File: src/rtl/core/tmsf_pkg.sv
// shared types and constants for the trimmed mean step filter
`timescale 1ns / 1ps

package tmsf_pkg;

    localparam int SAMPLE_W = 24;
    localparam int GAP_W    = 23;

    localparam logic [GAP_W-1:0] GAP_RESET = 23'd150;

    typedef logic signed [SAMPLE_W-1:0] sample_t;

    // from a cell to the cell above it
    typedef struct packed {
        logic    del_incl;
        logic    le;
        sample_t lval;
    } up_link_t;

    // from a cell to the cell below it
    typedef struct packed {
        logic    present;
        sample_t val;
    } down_link_t;

endpackage

File: src/rtl/core/tmsf_cell.sv
// one sorted cell: holds a value with its age and one partial sum stage
`timescale 1ns / 1ps

module tmsf_cell #(
    parameter int          AGE_W   = 2,
    parameter int          SUM_W   = 26,
    parameter int          INDEX   = 0,
    parameter int          OLD_AGE = 3,
    parameter bit          KEEP_ME = 1'b0
) (
    input  logic                  aclk,
    input  logic                  aresetn,
    input  logic                  load,
    input  logic                  fill,
    input  tmsf_pkg::sample_t     sample,
    input  tmsf_pkg::up_link_t    below_in,
    input  logic [AGE_W-1:0]      below_lage,
    input  logic [SUM_W-1:0]      below_psum,
    input  tmsf_pkg::down_link_t  above_in,
    input  logic [AGE_W-1:0]      above_age,
    output tmsf_pkg::up_link_t    up_out,
    output logic [AGE_W-1:0]      up_lage,
    output logic [SUM_W-1:0]      up_psum,
    output tmsf_pkg::down_link_t  down_out,
    output logic [AGE_W-1:0]      down_age
);

    tmsf_pkg::sample_t  value_reg, value_next;
    logic [AGE_W-1:0]   age_reg, age_next;
    logic [SUM_W-1:0]   psum_reg, psum_next;

    logic               del_incl;
    logic               lexist;
    logic               le;
    tmsf_pkg::sample_t  lval;
    logic [AGE_W-1:0]   lage;

    // entry this cell holds once the oldest entry is taken out
    always_comb begin
        del_incl = below_in.del_incl | (age_reg == OLD_AGE[AGE_W-1:0]);
        lval     = del_incl ? above_in.val : value_reg;
        lage     = AGE_W'((del_incl ? above_age : age_reg) + 1'b1);
        lexist   = !del_incl || above_in.present;
        le       = lexist && (lval <= sample);
    end

    always_comb begin
        value_next = value_reg;
        age_next   = age_reg;
        if (fill) begin
            value_next = sample;
        end else if (load) begin
            if (le) begin
                value_next = lval;
                age_next   = lage;
            end else if (below_in.le) begin
                value_next = sample;
                age_next   = '0;
            end else begin
                value_next = below_in.lval;
                age_next   = below_lage;
            end
        end
    end

    always_comb begin
        if (KEEP_ME) begin
            psum_next = below_psum
                      + {{(SUM_W-tmsf_pkg::SAMPLE_W){value_reg[tmsf_pkg::SAMPLE_W-1]}},
                         value_reg};
        end else begin
            psum_next = below_psum;
        end
    end

    always_ff @(posedge aclk) begin
        if (!aresetn) begin
            value_reg <= '0;
            age_reg   <= AGE_W'(INDEX);
        end else begin
            value_reg <= value_next;
            age_reg   <= age_next;
        end
    end

    always_ff @(posedge aclk) begin
        psum_reg <= psum_next;
    end

    assign up_out.del_incl = del_incl;
    assign up_out.le       = le;
    assign up_out.lval     = lval;
    assign up_lage         = lage;
    assign up_psum         = psum_reg;
    assign down_out.present = 1'b1;
    assign down_out.val     = value_reg;
    assign down_age         = age_reg;

endmodule

File: src/rtl/core/tmsf_div.sv
// divider of a signed sum by the constant keep count through a reciprocal multiply
`timescale 1ns / 1ps

module tmsf_div #(
    parameter int SUM_W = 26,
    parameter int KEEP  = 2
) (
    input  logic               aclk,
    input  logic               aresetn,
    input  logic               start,
    input  logic [SUM_W-1:0]   dividend,
    output logic               done,
    output tmsf_pkg::sample_t  quotient
);

    localparam int SH = SUM_W + $clog2(KEEP);
    localparam int PW = 2 * SUM_W + 1;
    localparam logic [SUM_W:0] RECIP =
        (SUM_W + 1)'(((64'd1 << SH) + 64'(KEEP - 1)) / 64'(KEEP));

    logic               mul_go_reg;
    logic               done_reg;
    logic               neg_reg;
    logic               neg2_reg;
    logic [SUM_W-1:0]   mag_reg;
    logic [PW-1:0]      prod_reg;

    logic [SUM_W-1:0]   mag;
    logic [PW-1:0]      prod;
    tmsf_pkg::sample_t  q_mag;

    always_comb begin
        mag   = dividend[SUM_W-1] ? SUM_W'(-dividend) : dividend;
        prod  = PW'(mag_reg) * PW'(RECIP);
        q_mag = prod_reg[SH +: tmsf_pkg::SAMPLE_W];
    end

    always_ff @(posedge aclk) begin
        if (!aresetn) begin
            mul_go_reg <= 1'b0;
            done_reg   <= 1'b0;
        end else begin
            mul_go_reg <= start;
            done_reg   <= mul_go_reg;
        end
    end

    always_ff @(posedge aclk) begin
        if (start) begin
            mag_reg <= mag;
            neg_reg <= dividend[SUM_W-1];
        end
        if (mul_go_reg) begin
            prod_reg <= prod;
            neg2_reg <= neg_reg;
        end
    end

    assign done     = done_reg;
    assign quotient = neg2_reg ? -q_mag : q_mag;

endmodule

File: src/rtl/core/trimmed_mean_step_filter.sv
// Trimmed mean step filter. Each input beat is a signed 24 bit thickness sample; each
// output beat gives the mean of the KEEP sorted window values after the TRIM_LOW
// smallest (truncated toward zero), or the sample itself with m_step_seen set when two
// changes of at least gap_threshold in the same direction are seen, in which case the
// whole window is refilled with that sample. The window lives in a row of WINDOW sorted
// cells that take out the oldest entry and insert the new one in the same cycle. A step
// beat goes straight to the result state with the sample as its result. Any other beat
// takes these steps after acceptance: the partial sum ripples through the row of cells
// one cell per cycle, then the magnitude of the sum is registered, multiplied by a
// reciprocal of KEEP, the quotient latched and the output register loaded. For either
// kind the input opens again when the output register is loaded. One sample is
// processed at a time; the next is accepted while the previous result still waits on
// the output, and a finished result waits for the output register to free before the
// input opens again.
`timescale 1ns / 1ps

module trimmed_mean_step_filter #(
    parameter int WINDOW   = 4,
    parameter int TRIM_LOW = 1,
    parameter int KEEP     = 2
) (
    input  logic                          aclk,
    input  logic                          aresetn,
    input  logic                          cfg_wr_en,
    input  logic [tmsf_pkg::GAP_W-1:0]    cfg_wr_data,
    input  logic                          s_valid,
    output logic                          s_ready,
    input  tmsf_pkg::sample_t             s_sample,
    output logic                          m_valid,
    input  logic                          m_ready,
    output tmsf_pkg::sample_t             m_filtered,
    output logic                          m_step_seen
);

    localparam int AGE_W = $clog2(WINDOW);
    localparam int SUM_W = tmsf_pkg::SAMPLE_W + $clog2(KEEP) + 1;
    localparam int CNT_W = $clog2(WINDOW);

    localparam logic [2:0] ST_IDLE  = 3'd0;
    localparam logic [2:0] ST_SUM   = 3'd1;
    localparam logic [2:0] ST_DGO   = 3'd2;
    localparam logic [2:0] ST_DWAIT = 3'd3;
    localparam logic [2:0] ST_DONE  = 3'd4;

    logic [2:0]                    state_reg, state_next;
    logic [CNT_W-1:0]              cnt_reg, cnt_next;
    logic [tmsf_pkg::GAP_W-1:0]    gap_reg;
    tmsf_pkg::sample_t             prev_reg, prev_next;
    tmsf_pkg::sample_t             prev2_reg, prev2_next;
    tmsf_pkg::sample_t             res_reg, res_next;
    logic                          res_step_reg, res_step_next;
    logic                          m_valid_reg, m_valid_next;
    tmsf_pkg::sample_t             m_filtered_reg, m_filtered_next;
    logic                          m_step_reg, m_step_next;

    logic                          accept;
    logic                          step;
    logic                          rise;
    logic signed [24:0]            diff;
    logic signed [24:0]            mag;
    logic signed [24:0]            diff2;
    logic signed [24:0]            gap_ext;
    logic                          out_free;

    logic                          div_start;
    logic                          div_done;
    tmsf_pkg::sample_t             div_quot;

    tmsf_pkg::up_link_t            up_link [WINDOW+1];
    logic [AGE_W-1:0]              up_lage [WINDOW+1];
    logic [SUM_W-1:0]              up_psum [WINDOW+1];
    tmsf_pkg::down_link_t          dn_link [WINDOW+1];
    logic [AGE_W-1:0]              dn_age  [WINDOW+1];

    assign accept   = s_valid && s_ready;
    assign s_ready  = (state_reg == ST_IDLE);
    assign out_free = !m_valid_reg || m_ready;

    // step test against the two most recent samples
    always_comb begin
        gap_ext = {2'b00, gap_reg};
        diff    = 25'(s_sample) - 25'(prev_reg);
        mag     = diff[24] ? -diff : diff;
        rise    = (s_sample > prev_reg);
        diff2   = rise ? 25'(prev_reg) - 25'(prev2_reg)
                       : 25'(prev2_reg) - 25'(prev_reg);
        step    = (mag >= gap_ext) && (diff2 >= gap_ext);
    end

    assign up_link[0].del_incl = 1'b0;
    assign up_link[0].le       = 1'b1;
    assign up_link[0].lval     = '0;
    assign up_lage[0]          = '0;
    assign up_psum[0]          = '0;
    assign dn_link[WINDOW].present = 1'b0;
    assign dn_link[WINDOW].val     = '0;
    assign dn_age[WINDOW]          = '0;

    for (genvar i = 0; i < WINDOW; i++) begin : g_cell
        tmsf_cell #(
            .AGE_W   (AGE_W),
            .SUM_W   (SUM_W),
            .INDEX   (i),
            .OLD_AGE (WINDOW - 1),
            .KEEP_ME ((i >= TRIM_LOW) && (i < TRIM_LOW + KEEP))
        ) u_cell (
            .aclk       (aclk),
            .aresetn    (aresetn),
            .load       (accept && !step),
            .fill       (accept && step),
            .sample     (s_sample),
            .below_in   (up_link[i]),
            .below_lage (up_lage[i]),
            .below_psum (up_psum[i]),
            .above_in   (dn_link[i+1]),
            .above_age  (dn_age[i+1]),
            .up_out     (up_link[i+1]),
            .up_lage    (up_lage[i+1]),
            .up_psum    (up_psum[i+1]),
            .down_out   (dn_link[i]),
            .down_age   (dn_age[i])
        );
    end

    assign div_start = (state_reg == ST_DGO);

    tmsf_div #(
        .SUM_W (SUM_W),
        .KEEP  (KEEP)
    ) u_div (
        .aclk     (aclk),
        .aresetn  (aresetn),
        .start    (div_start),
        .dividend (up_psum[WINDOW]),
        .done     (div_done),
        .quotient (div_quot)
    );

    always_comb begin
        state_next      = state_reg;
        cnt_next        = cnt_reg;
        prev_next       = prev_reg;
        prev2_next      = prev2_reg;
        res_next        = res_reg;
        res_step_next   = res_step_reg;
        m_valid_next    = m_valid_reg && !m_ready;
        m_filtered_next = m_filtered_reg;
        m_step_next     = m_step_reg;
        case (state_reg)
            ST_IDLE: begin
                if (accept) begin
                    if (step) begin
                        prev_next     = s_sample;
                        prev2_next    = s_sample;
                        res_next      = s_sample;
                        res_step_next = 1'b1;
                        state_next    = ST_DONE;
                    end else begin
                        prev_next     = s_sample;
                        prev2_next    = prev_reg;
                        res_step_next = 1'b0;
                        cnt_next      = '0;
                        state_next    = ST_SUM;
                    end
                end
            end
            ST_SUM: begin
                if (cnt_reg == CNT_W'(WINDOW - 1)) begin
                    state_next = ST_DGO;
                end else begin
                    cnt_next = CNT_W'(cnt_reg + 1'b1);
                end
            end
            ST_DGO: begin
                state_next = ST_DWAIT;
            end
            ST_DWAIT: begin
                if (div_done) begin
                    res_next   = div_quot;
                    state_next = ST_DONE;
                end
            end
            ST_DONE: begin
                if (out_free) begin
                    m_valid_next    = 1'b1;
                    m_filtered_next = res_reg;
                    m_step_next     = res_step_reg;
                    state_next      = ST_IDLE;
                end
            end
            default: begin
                state_next = ST_IDLE;
            end
        endcase
    end

    always_ff @(posedge aclk) begin
        if (!aresetn) begin
            state_reg   <= ST_IDLE;
            m_valid_reg <= 1'b0;
            gap_reg     <= tmsf_pkg::GAP_RESET;
            prev_reg    <= '0;
            prev2_reg   <= '0;
        end else begin
            state_reg   <= state_next;
            m_valid_reg <= m_valid_next;
            prev_reg    <= prev_next;
            prev2_reg   <= prev2_next;
            if (cfg_wr_en) begin
                gap_reg <= cfg_wr_data;
            end
        end
    end

    always_ff @(posedge aclk) begin
        cnt_reg        <= cnt_next;
        res_reg        <= res_next;
        res_step_reg   <= res_step_next;
        m_filtered_reg <= m_filtered_next;
        m_step_reg     <= m_step_next;
    end

    assign m_valid     = m_valid_reg;
    assign m_filtered  = m_filtered_reg;
    assign m_step_seen = m_step_reg;

    a_accept_leaves_idle: assert property (
        @(posedge aclk) disable iff (!aresetn)
        accept |=> (state_reg == ST_SUM) || (state_reg == ST_DONE)
    ) else $error("accepted beat did not start processing");

    a_step_result_is_sample: assert property (
        @(posedge aclk) disable iff (!aresetn)
        (state_reg == ST_DONE) && res_step_reg |-> (res_reg == prev_reg)
    ) else $error("step result differs from latest sample");

    a_step_goes_done: assert property (
        @(posedge aclk) disable iff (!aresetn)
        accept && step |=> (state_reg == ST_DONE) && res_step_reg
                           && (prev_reg == prev2_reg)
    ) else $error("step beat not handled as refill");

    a_output_from_done: assert property (
        @(posedge aclk) disable iff (!aresetn)
        $rose(m_valid) |-> ($past(state_reg) == ST_DONE)
    ) else $error("output beat raised outside result state");

endmodule

File: config.mk
export PLATFORM = sky130hd
export DESIGN_NAME = trimmed_mean_step_filter
export DESIGN_NICKNAME = d
export VERILOG_FILES = /design/src/rtl/core/tmsf_pkg.sv /design/src/rtl/core/tmsf_cell.sv /design/src/rtl/core/tmsf_div.sv /design/src/rtl/core/trimmed_mean_step_filter.sv
export SDC_FILE = /design/constraint.sdc
export NUM_CORES = 1
export LEC_CHECK = 0
export ABC_AREA = 1
export BUFFER_PORTS_ARGS = -buffer_cell sky130_fd_sc_hd__buf_4
export CAP_MARGIN = 40
export CORE_MARGIN = 3
export CORE_UTILIZATION = 30
export CTS_CLUSTER_DIAMETER = 50
export DETAILED_ROUTE_END_ITERATION = 8
export PLACE_DENSITY = 0.4
export SYNTH_ARGS = -nofsm -noshare
export SYNTH_HDL_FRONTEND = slang
export SYNTH_SLANG_ARGS = --single-unit
File: constraint.sdc
create_clock -name aclk -period 13.5 [get_ports aclk]
set_input_delay 1.35 -clock aclk [delete_from_list [all_inputs] [get_ports aclk]]
set_output_delay 1.35 -clock aclk [all_outputs]
set_load 0.1 [all_outputs]
After elaboration in Yosys (flattened, before gate mapping) --
Cells that the tools add are included.
Word-level totals: bits in registers 361, bits in latches 0, memory bits (writable) 0, ROM bits 0, bits of input ports 52, output and inout port bits 27, word-level logic and storage cells 139, memories kept 0
Cells by class: $add $sub $neg 12, $mul 0, divide/modulo/power cells 0, $lt $le $gt $ge 7, equality and inequality tests 16, shift-type cells 0, mux-type cells 52, bitwise gates (word level) 4, reduce and logical (&&, ||, !) cells 21
Operator list (count):
- $mux W24 | 24
- $le A24 B24 Y1 | 4
- $mux W25 | 3
- $sub A24 B24 Y25 | 3
- $ge A25 B24 Y1 | 2
- $neg A25 Y25 | 2
- $pmux W24 S2 | 1
- $mux W2 | 14
- $add A24 B24 Y25 | 1
- $gt A24 B24 Y1 | 1
- $neg A24 Y24 | 1
- $mux W3 | 5
- $pmux W3 S5 | 1
- $reduce_and A4 Y1 | 3
- $add A2 B1 Y2 const B | 5
- $eq A2 B2 Y1 const B | 5
- $ne A2 B2 Y1 const B | 4
- $eq A3 B2 Y1 const B | 2
- $logic_and A1 B1 Y1 | 6
- $ne A2 B1 Y1 const B | 3
- $reduce_and A2 Y1 | 3
- $reduce_bool A2 Y1 | 3
- $logic_not A1 Y1 | 4
- $pmux W2 S2 | 1
- 7 further kinds | 11

Longest topological paths before layout --
depth in word-level cells 10, mapped depth 42, gate-level depth less buffers 39

By module --
Synthesis repeated with hierarchy kept, for this count alone.
Second synthesis, totals: cells, all modules 4430, area, all modules 30768.3 sq um
By module, submodules not included:
- trimmed_mean_step_filter | times used 1, cells each 1740, area an instance 11531.1 sq um, seq. area each 3062.9 sq um
- tmsf_cell (g_cell[1].u_cell) | times used 1, cells each 682, area an instance 4742.0 sq um, seq. area each 1041.0 sq um
- tmsf_cell (g_cell[2].u_cell) | times used 1, cells each 686, area an instance 4662.0 sq um, seq. area each 1041.0 sq um
- tmsf_cell (g_cell[0].u_cell) | times used 1, cells each 489, area an instance 3505.9 sq um, seq. area each 1041.0 sq um
- tmsf_cell (g_cell[3].u_cell) | times used 1, cells each 485, area an instance 3316.9 sq um, seq. area each 1041.0 sq um
- tmsf_div | times used 1, cells each 348, area an instance 3010.4 sq um, seq. area each 1541.5 sq um

Worst setup path after synthesis --
Ideal clock, no wire load.
kind in2reg, from in s_sample[0], to reg res_reg[0] (enable), library setup time 379 ps, arrival time 5500 ps, required time 13121 ps, slack 7621 ps, stages 32, buffers on the path 0, path through inv_1 > ha_1 > fa_1 > inv_1 > nand3_1 > nand2_1 > nand2_1 > nand3_1 > nand2_1 > nor2_1 > nand2_1 > nor2_1 > inv_1 > nor3_1 > nand4_1 > nor2_1 > nand3_1 > o21ai_0 > nand2_1 > xor2_1 > ha_1 > nand2_1 > inv_1 > nand3_1 > nor2_1 > a221o_1 > a21oi_1 > nand3_4 > nand2_4 > o21ai_0 > nand2_1 > inv_1
Between the ends: longest elaborated chain between the ends 7, elaborated cells between the ends (all ways) 10, those cells by class add/sub (2); order compare (3); eq/ne (1); mux (2); reduce/logical (2)
RTL lines:
- start: declaration | RTL line trimmed_mean_step_filter.sv:28 | input tmsf_pkg::sample_t s_sample,
- $sub A24 B24 Y25 | RTL line trimmed_mean_step_filter.sv:82 | diff = 25'(s_sample) - 25'(prev_reg);
- $neg A25 Y25 | RTL line trimmed_mean_step_filter.sv:83 | mag = diff[24] ? -diff : diff;
- $mux W25 | RTL line trimmed_mean_step_filter.sv:83
- $ge A25 B24 Y1 | RTL line trimmed_mean_step_filter.sv:87 | step = (mag >= gap_ext) && (diff2 >= gap_ext);
- $logic_and A1 B1 Y1 (*) | RTL line trimmed_mean_step_filter.sv:87
- $ne A2 B1 Y1 (no line) (*)
- $reduce_and A4 Y1 (no line) (*)
- end signal: assignment | RTL line trimmed_mean_step_filter.sv:217 | res_reg <= res_next;
- end: declaration | RTL line trimmed_mean_step_filter.sv:50 | tmsf_pkg::sample_t res_reg, res_next;
Every way passes the cells marked *; elsewhere a longest branch is shown, timed or not. A chain may end at the register's enable or synchronous reset.

Final worst setup path --
from in s_sample[0], to reg g_cell[1].u_cell.value_reg[6]
Between the ends: longest elaborated chain between the ends 8, elaborated cells between the ends (all ways) 18, those cells by class add/sub (2); order compare (5); mux (6); reduce/logical (5)
RTL lines:
- $sub A24 B24 Y25 | RTL line trimmed_mean_step_filter.sv:82
- $neg A25 Y25 | RTL line trimmed_mean_step_filter.sv:83
- $mux W25 | RTL line trimmed_mean_step_filter.sv:83
- $ge A25 B24 Y1 | RTL line trimmed_mean_step_filter.sv:87
- $logic_and A1 B1 Y1 | RTL line trimmed_mean_step_filter.sv:87
- $logic_not A1 Y1 | RTL line trimmed_mean_step_filter.sv:109 | .load (accept && !step),
- $logic_and A1 B1 Y1 | RTL line trimmed_mean_step_filter.sv:109
- $reduce_bool A2 Y1 (no line)
- end signal: assignment | RTL line tmsf_cell.sv:81 | value_reg <= value_next;
- end: declaration | RTL line tmsf_cell.sv:28 | tmsf_pkg::sample_t value_reg, value_next;
Parallel ways exist; a longest one is shown, timed or not. The select of a mux whose other input is x is not followed.

==> qor.yml <==
status: "finished, final reports clean"
grt_pass1_vias: 22600
startpoint_type: "primary input"
first_iter_violations: 1720
htree_levels: 3
synth_nets: 4036
endpoint: "g_cell[1].u_cell.value_reg[6]"
crit_path_max_fanout: 62
post-cts-setup-buffers: 0
hpwl_mm: 74.9
synth_top_family_by_area: "simple AND/OR/NAND/NOR gates"
max_freq_mhz: 133
synth_mux_area_share_pct: 1.04
grt_max_degree: 75
synth_top_flop_cell: "dfxtp_1"
numCtsBuffers: 66
die_h_um: 300
slowest_delay_ns: 0.54
tightest_slew_ns: 0.839
area_growth_pct: 15.9
yosysSeqAreaShare_pct: 31.5
worstSetupPathType: "in2reg"
clk_path_buf_depth: 3
drtAntennaViolNets: 0
cp.required_ns: 14.05
num_vias: 23800
grt_pass1_wl_mm: 146
path_buf_inv: 8
r2r-end: "g_cell[1].u_cell.value_reg[6]"
min_period_over_period_pct: 55.7
grtUsageTotal_pct: 21.5
synthAdderAreaFrac_pct: 12.0
antenna_found_initial: 2
reg2reg_from: "prev_reg[1]"
avgRoutedWirePerCell_um: 19.7
cts_tree: "done"
ys_warn_count: 0
gp_congestion: 0.926
total_power_mw: 8.74
p_leak_nw: 14.9
drcViolationCount: 0
cp_slowest_cell: "nand3_4"
reg2reg_setup_slack_ns: 6.76
io_buffers: 78
rsz0062_at_grt: "false"
first_pass_iters: 6
synthXorXnorAreaFrac_pct: 3.88
drive_above_1_share_pct: 7.52
synthDistinctLibCells: 57
core_area_um2: 85400
layout.nets: 4090
period_minus_slack_ns: 7.52
synthesis.area_um2: 25900
synthSimpleGateAreaFrac_pct: 25.4
die_width_um: 300
grt_overflow: 0
holdWs_ns: 0.318
cp.depth: 33
drv_cap: 0
setup-tns-final_ns: 0
startpoint: "s_sample[0]"
clk_latency_ns: 0.62
finClkSkew_ns: 0.0289
slew_headroom_pct: 43.9
fp.dieArea_um2: 90100
setup_viol: 0
largest_reg_flops: 96
io_pins: 79
drv_slew: 0
critPathArrivalTime_ns: 8.07
start_util_pct: 30.4
wl_mm: 98.2
ys_seq_elements: 357
final_area_um2: 30100
synth_enable_flop_cells: 102
synth-compound-area-share_pct: 15.5
clk_pin_slew_ns: 0.05
clock_sinks: 357
fin_util_pct: 35.2
viasPerCell: 4.77
place_area_um2: 27800
critPathCaptureType: "flip-flop"
num_antenna_cells: 0
irDropWorstVdd_uv: 293
path_delay_family: "simple AND/OR/NAND/NOR gates"
cts_root_buffer: "clkbuf_16"
syn_avg_cell_area_um2: 6.94
async_flop_share_pct: 0
p_per_area_nw_per_um2: 291
cts_hold_buffers: 0
rows: 107
crit_top_cell: "nand2_1"
hold_viol_final: 0
postSynthCellCount: 3737
cts.repair.resized: 0
hp-class: "reg2reg"
worstRegToRegCells: 34
## final cells by class
cell class,count,area (um^2)
clock buffers,77,1780
flip-flops and latches,357,8170
repair buffers,111,941
multi-input cells,2681,15100
clock inverters,45,518
fillers,9376,55300
well taps,1144,1430
inverters,574,2170
## kinds of logic after synthesis
logic type,count (synthesis)
xor gates and xnor gates,115
DFF,357
buffers and inverters,699
AOI/OAI and AO/OA,735
and+or+nand+nor,1557
muxes,27
adders and majority gates,247
## where the power goes
group | switching [mW] | leakage (nW) | internal, mW
logic | 3.63 | 10.8 | 1.65
clock network | 0.652 | 1.13 | 1.06
registers | 0.253 | 3.03 | 1.49
## layer usage
layer  vias up  GRT usage (%)  part of all wire [%]
met4         0           7.40                   3.7
li1      12300              -                     -
met3       153           2.79                   4.2
met1     10900           29.0                    47
met2       504           35.3                    46
met5         -              0                     0
## cells in the final DEF (no fill, tap or decap), drive strengths merged, types with 42 or more instances in the layout
cell type  count
clkbuf        77
nand3        132
nor2         244
xnor2         42
nand4         58
xor2          73
o211ai        57
dfxtp        255
a21oi        263
ha           243
buf          111
inv          585
edfxtp       102
o21ai        340
nand2       1066
## synthesized netlist by cell type, drive strengths merged (14+ instances only)
library cell | instances | share of area [%]
inv | 571 | 8.3
mux2i | 27 | 1.0
dfxtp | 255 | 20
nor2 | 244 | 3.7
nand2 | 1066 | 16
o211ai | 57 | 1.6
edfxtp | 102 | 12
xor2 | 73 | 2.5
o21bai | 14 | 0.41
a21oi | 263 | 5.1
nand3 | 132 | 2.8
buf | 37 | 1.0
xnor2 | 42 | 1.4
ha | 243 | 12
clkbuf | 88 | 1.3
nor3 | 29 | 0.56
nand4 | 58 | 2.1
o21ai | 340 | 6.6
## through the flow
step           std cells  setup WS, ns
2_1_floorplan       3737          7.62
3_3_place_gp        4861          5.27
3_5_place_dp        4867          5.29
4_1_cts             4989          5.93
5_1_grt             4989          5.26
6_report            4989          5.98
## worst min-delay path by stage
stage                                 startpoint                            to  slack (ns)  depth (start not counted)
finish              g_cell[2].u_cell.up_psum[24]  g_cell[3].u_cell.up_psum[24]        0.32                          0
global placement    g_cell[2].u_cell.up_psum[13]  g_cell[3].u_cell.up_psum[13]        0.31                          0
global route        g_cell[2].u_cell.up_psum[16]  g_cell[3].u_cell.up_psum[16]        0.33                          0
CTS                 g_cell[2].u_cell.up_psum[24]  g_cell[3].u_cell.up_psum[24]        0.32                          0
detailed placement   g_cell[2].u_cell.up_psum[6]   g_cell[3].u_cell.up_psum[6]        0.31                          0
floorplan            g_cell[2].u_cell.up_psum[0]   g_cell[3].u_cell.up_psum[0]        0.31                          0
Note: power is estimated with default switching activity, not from simulation.
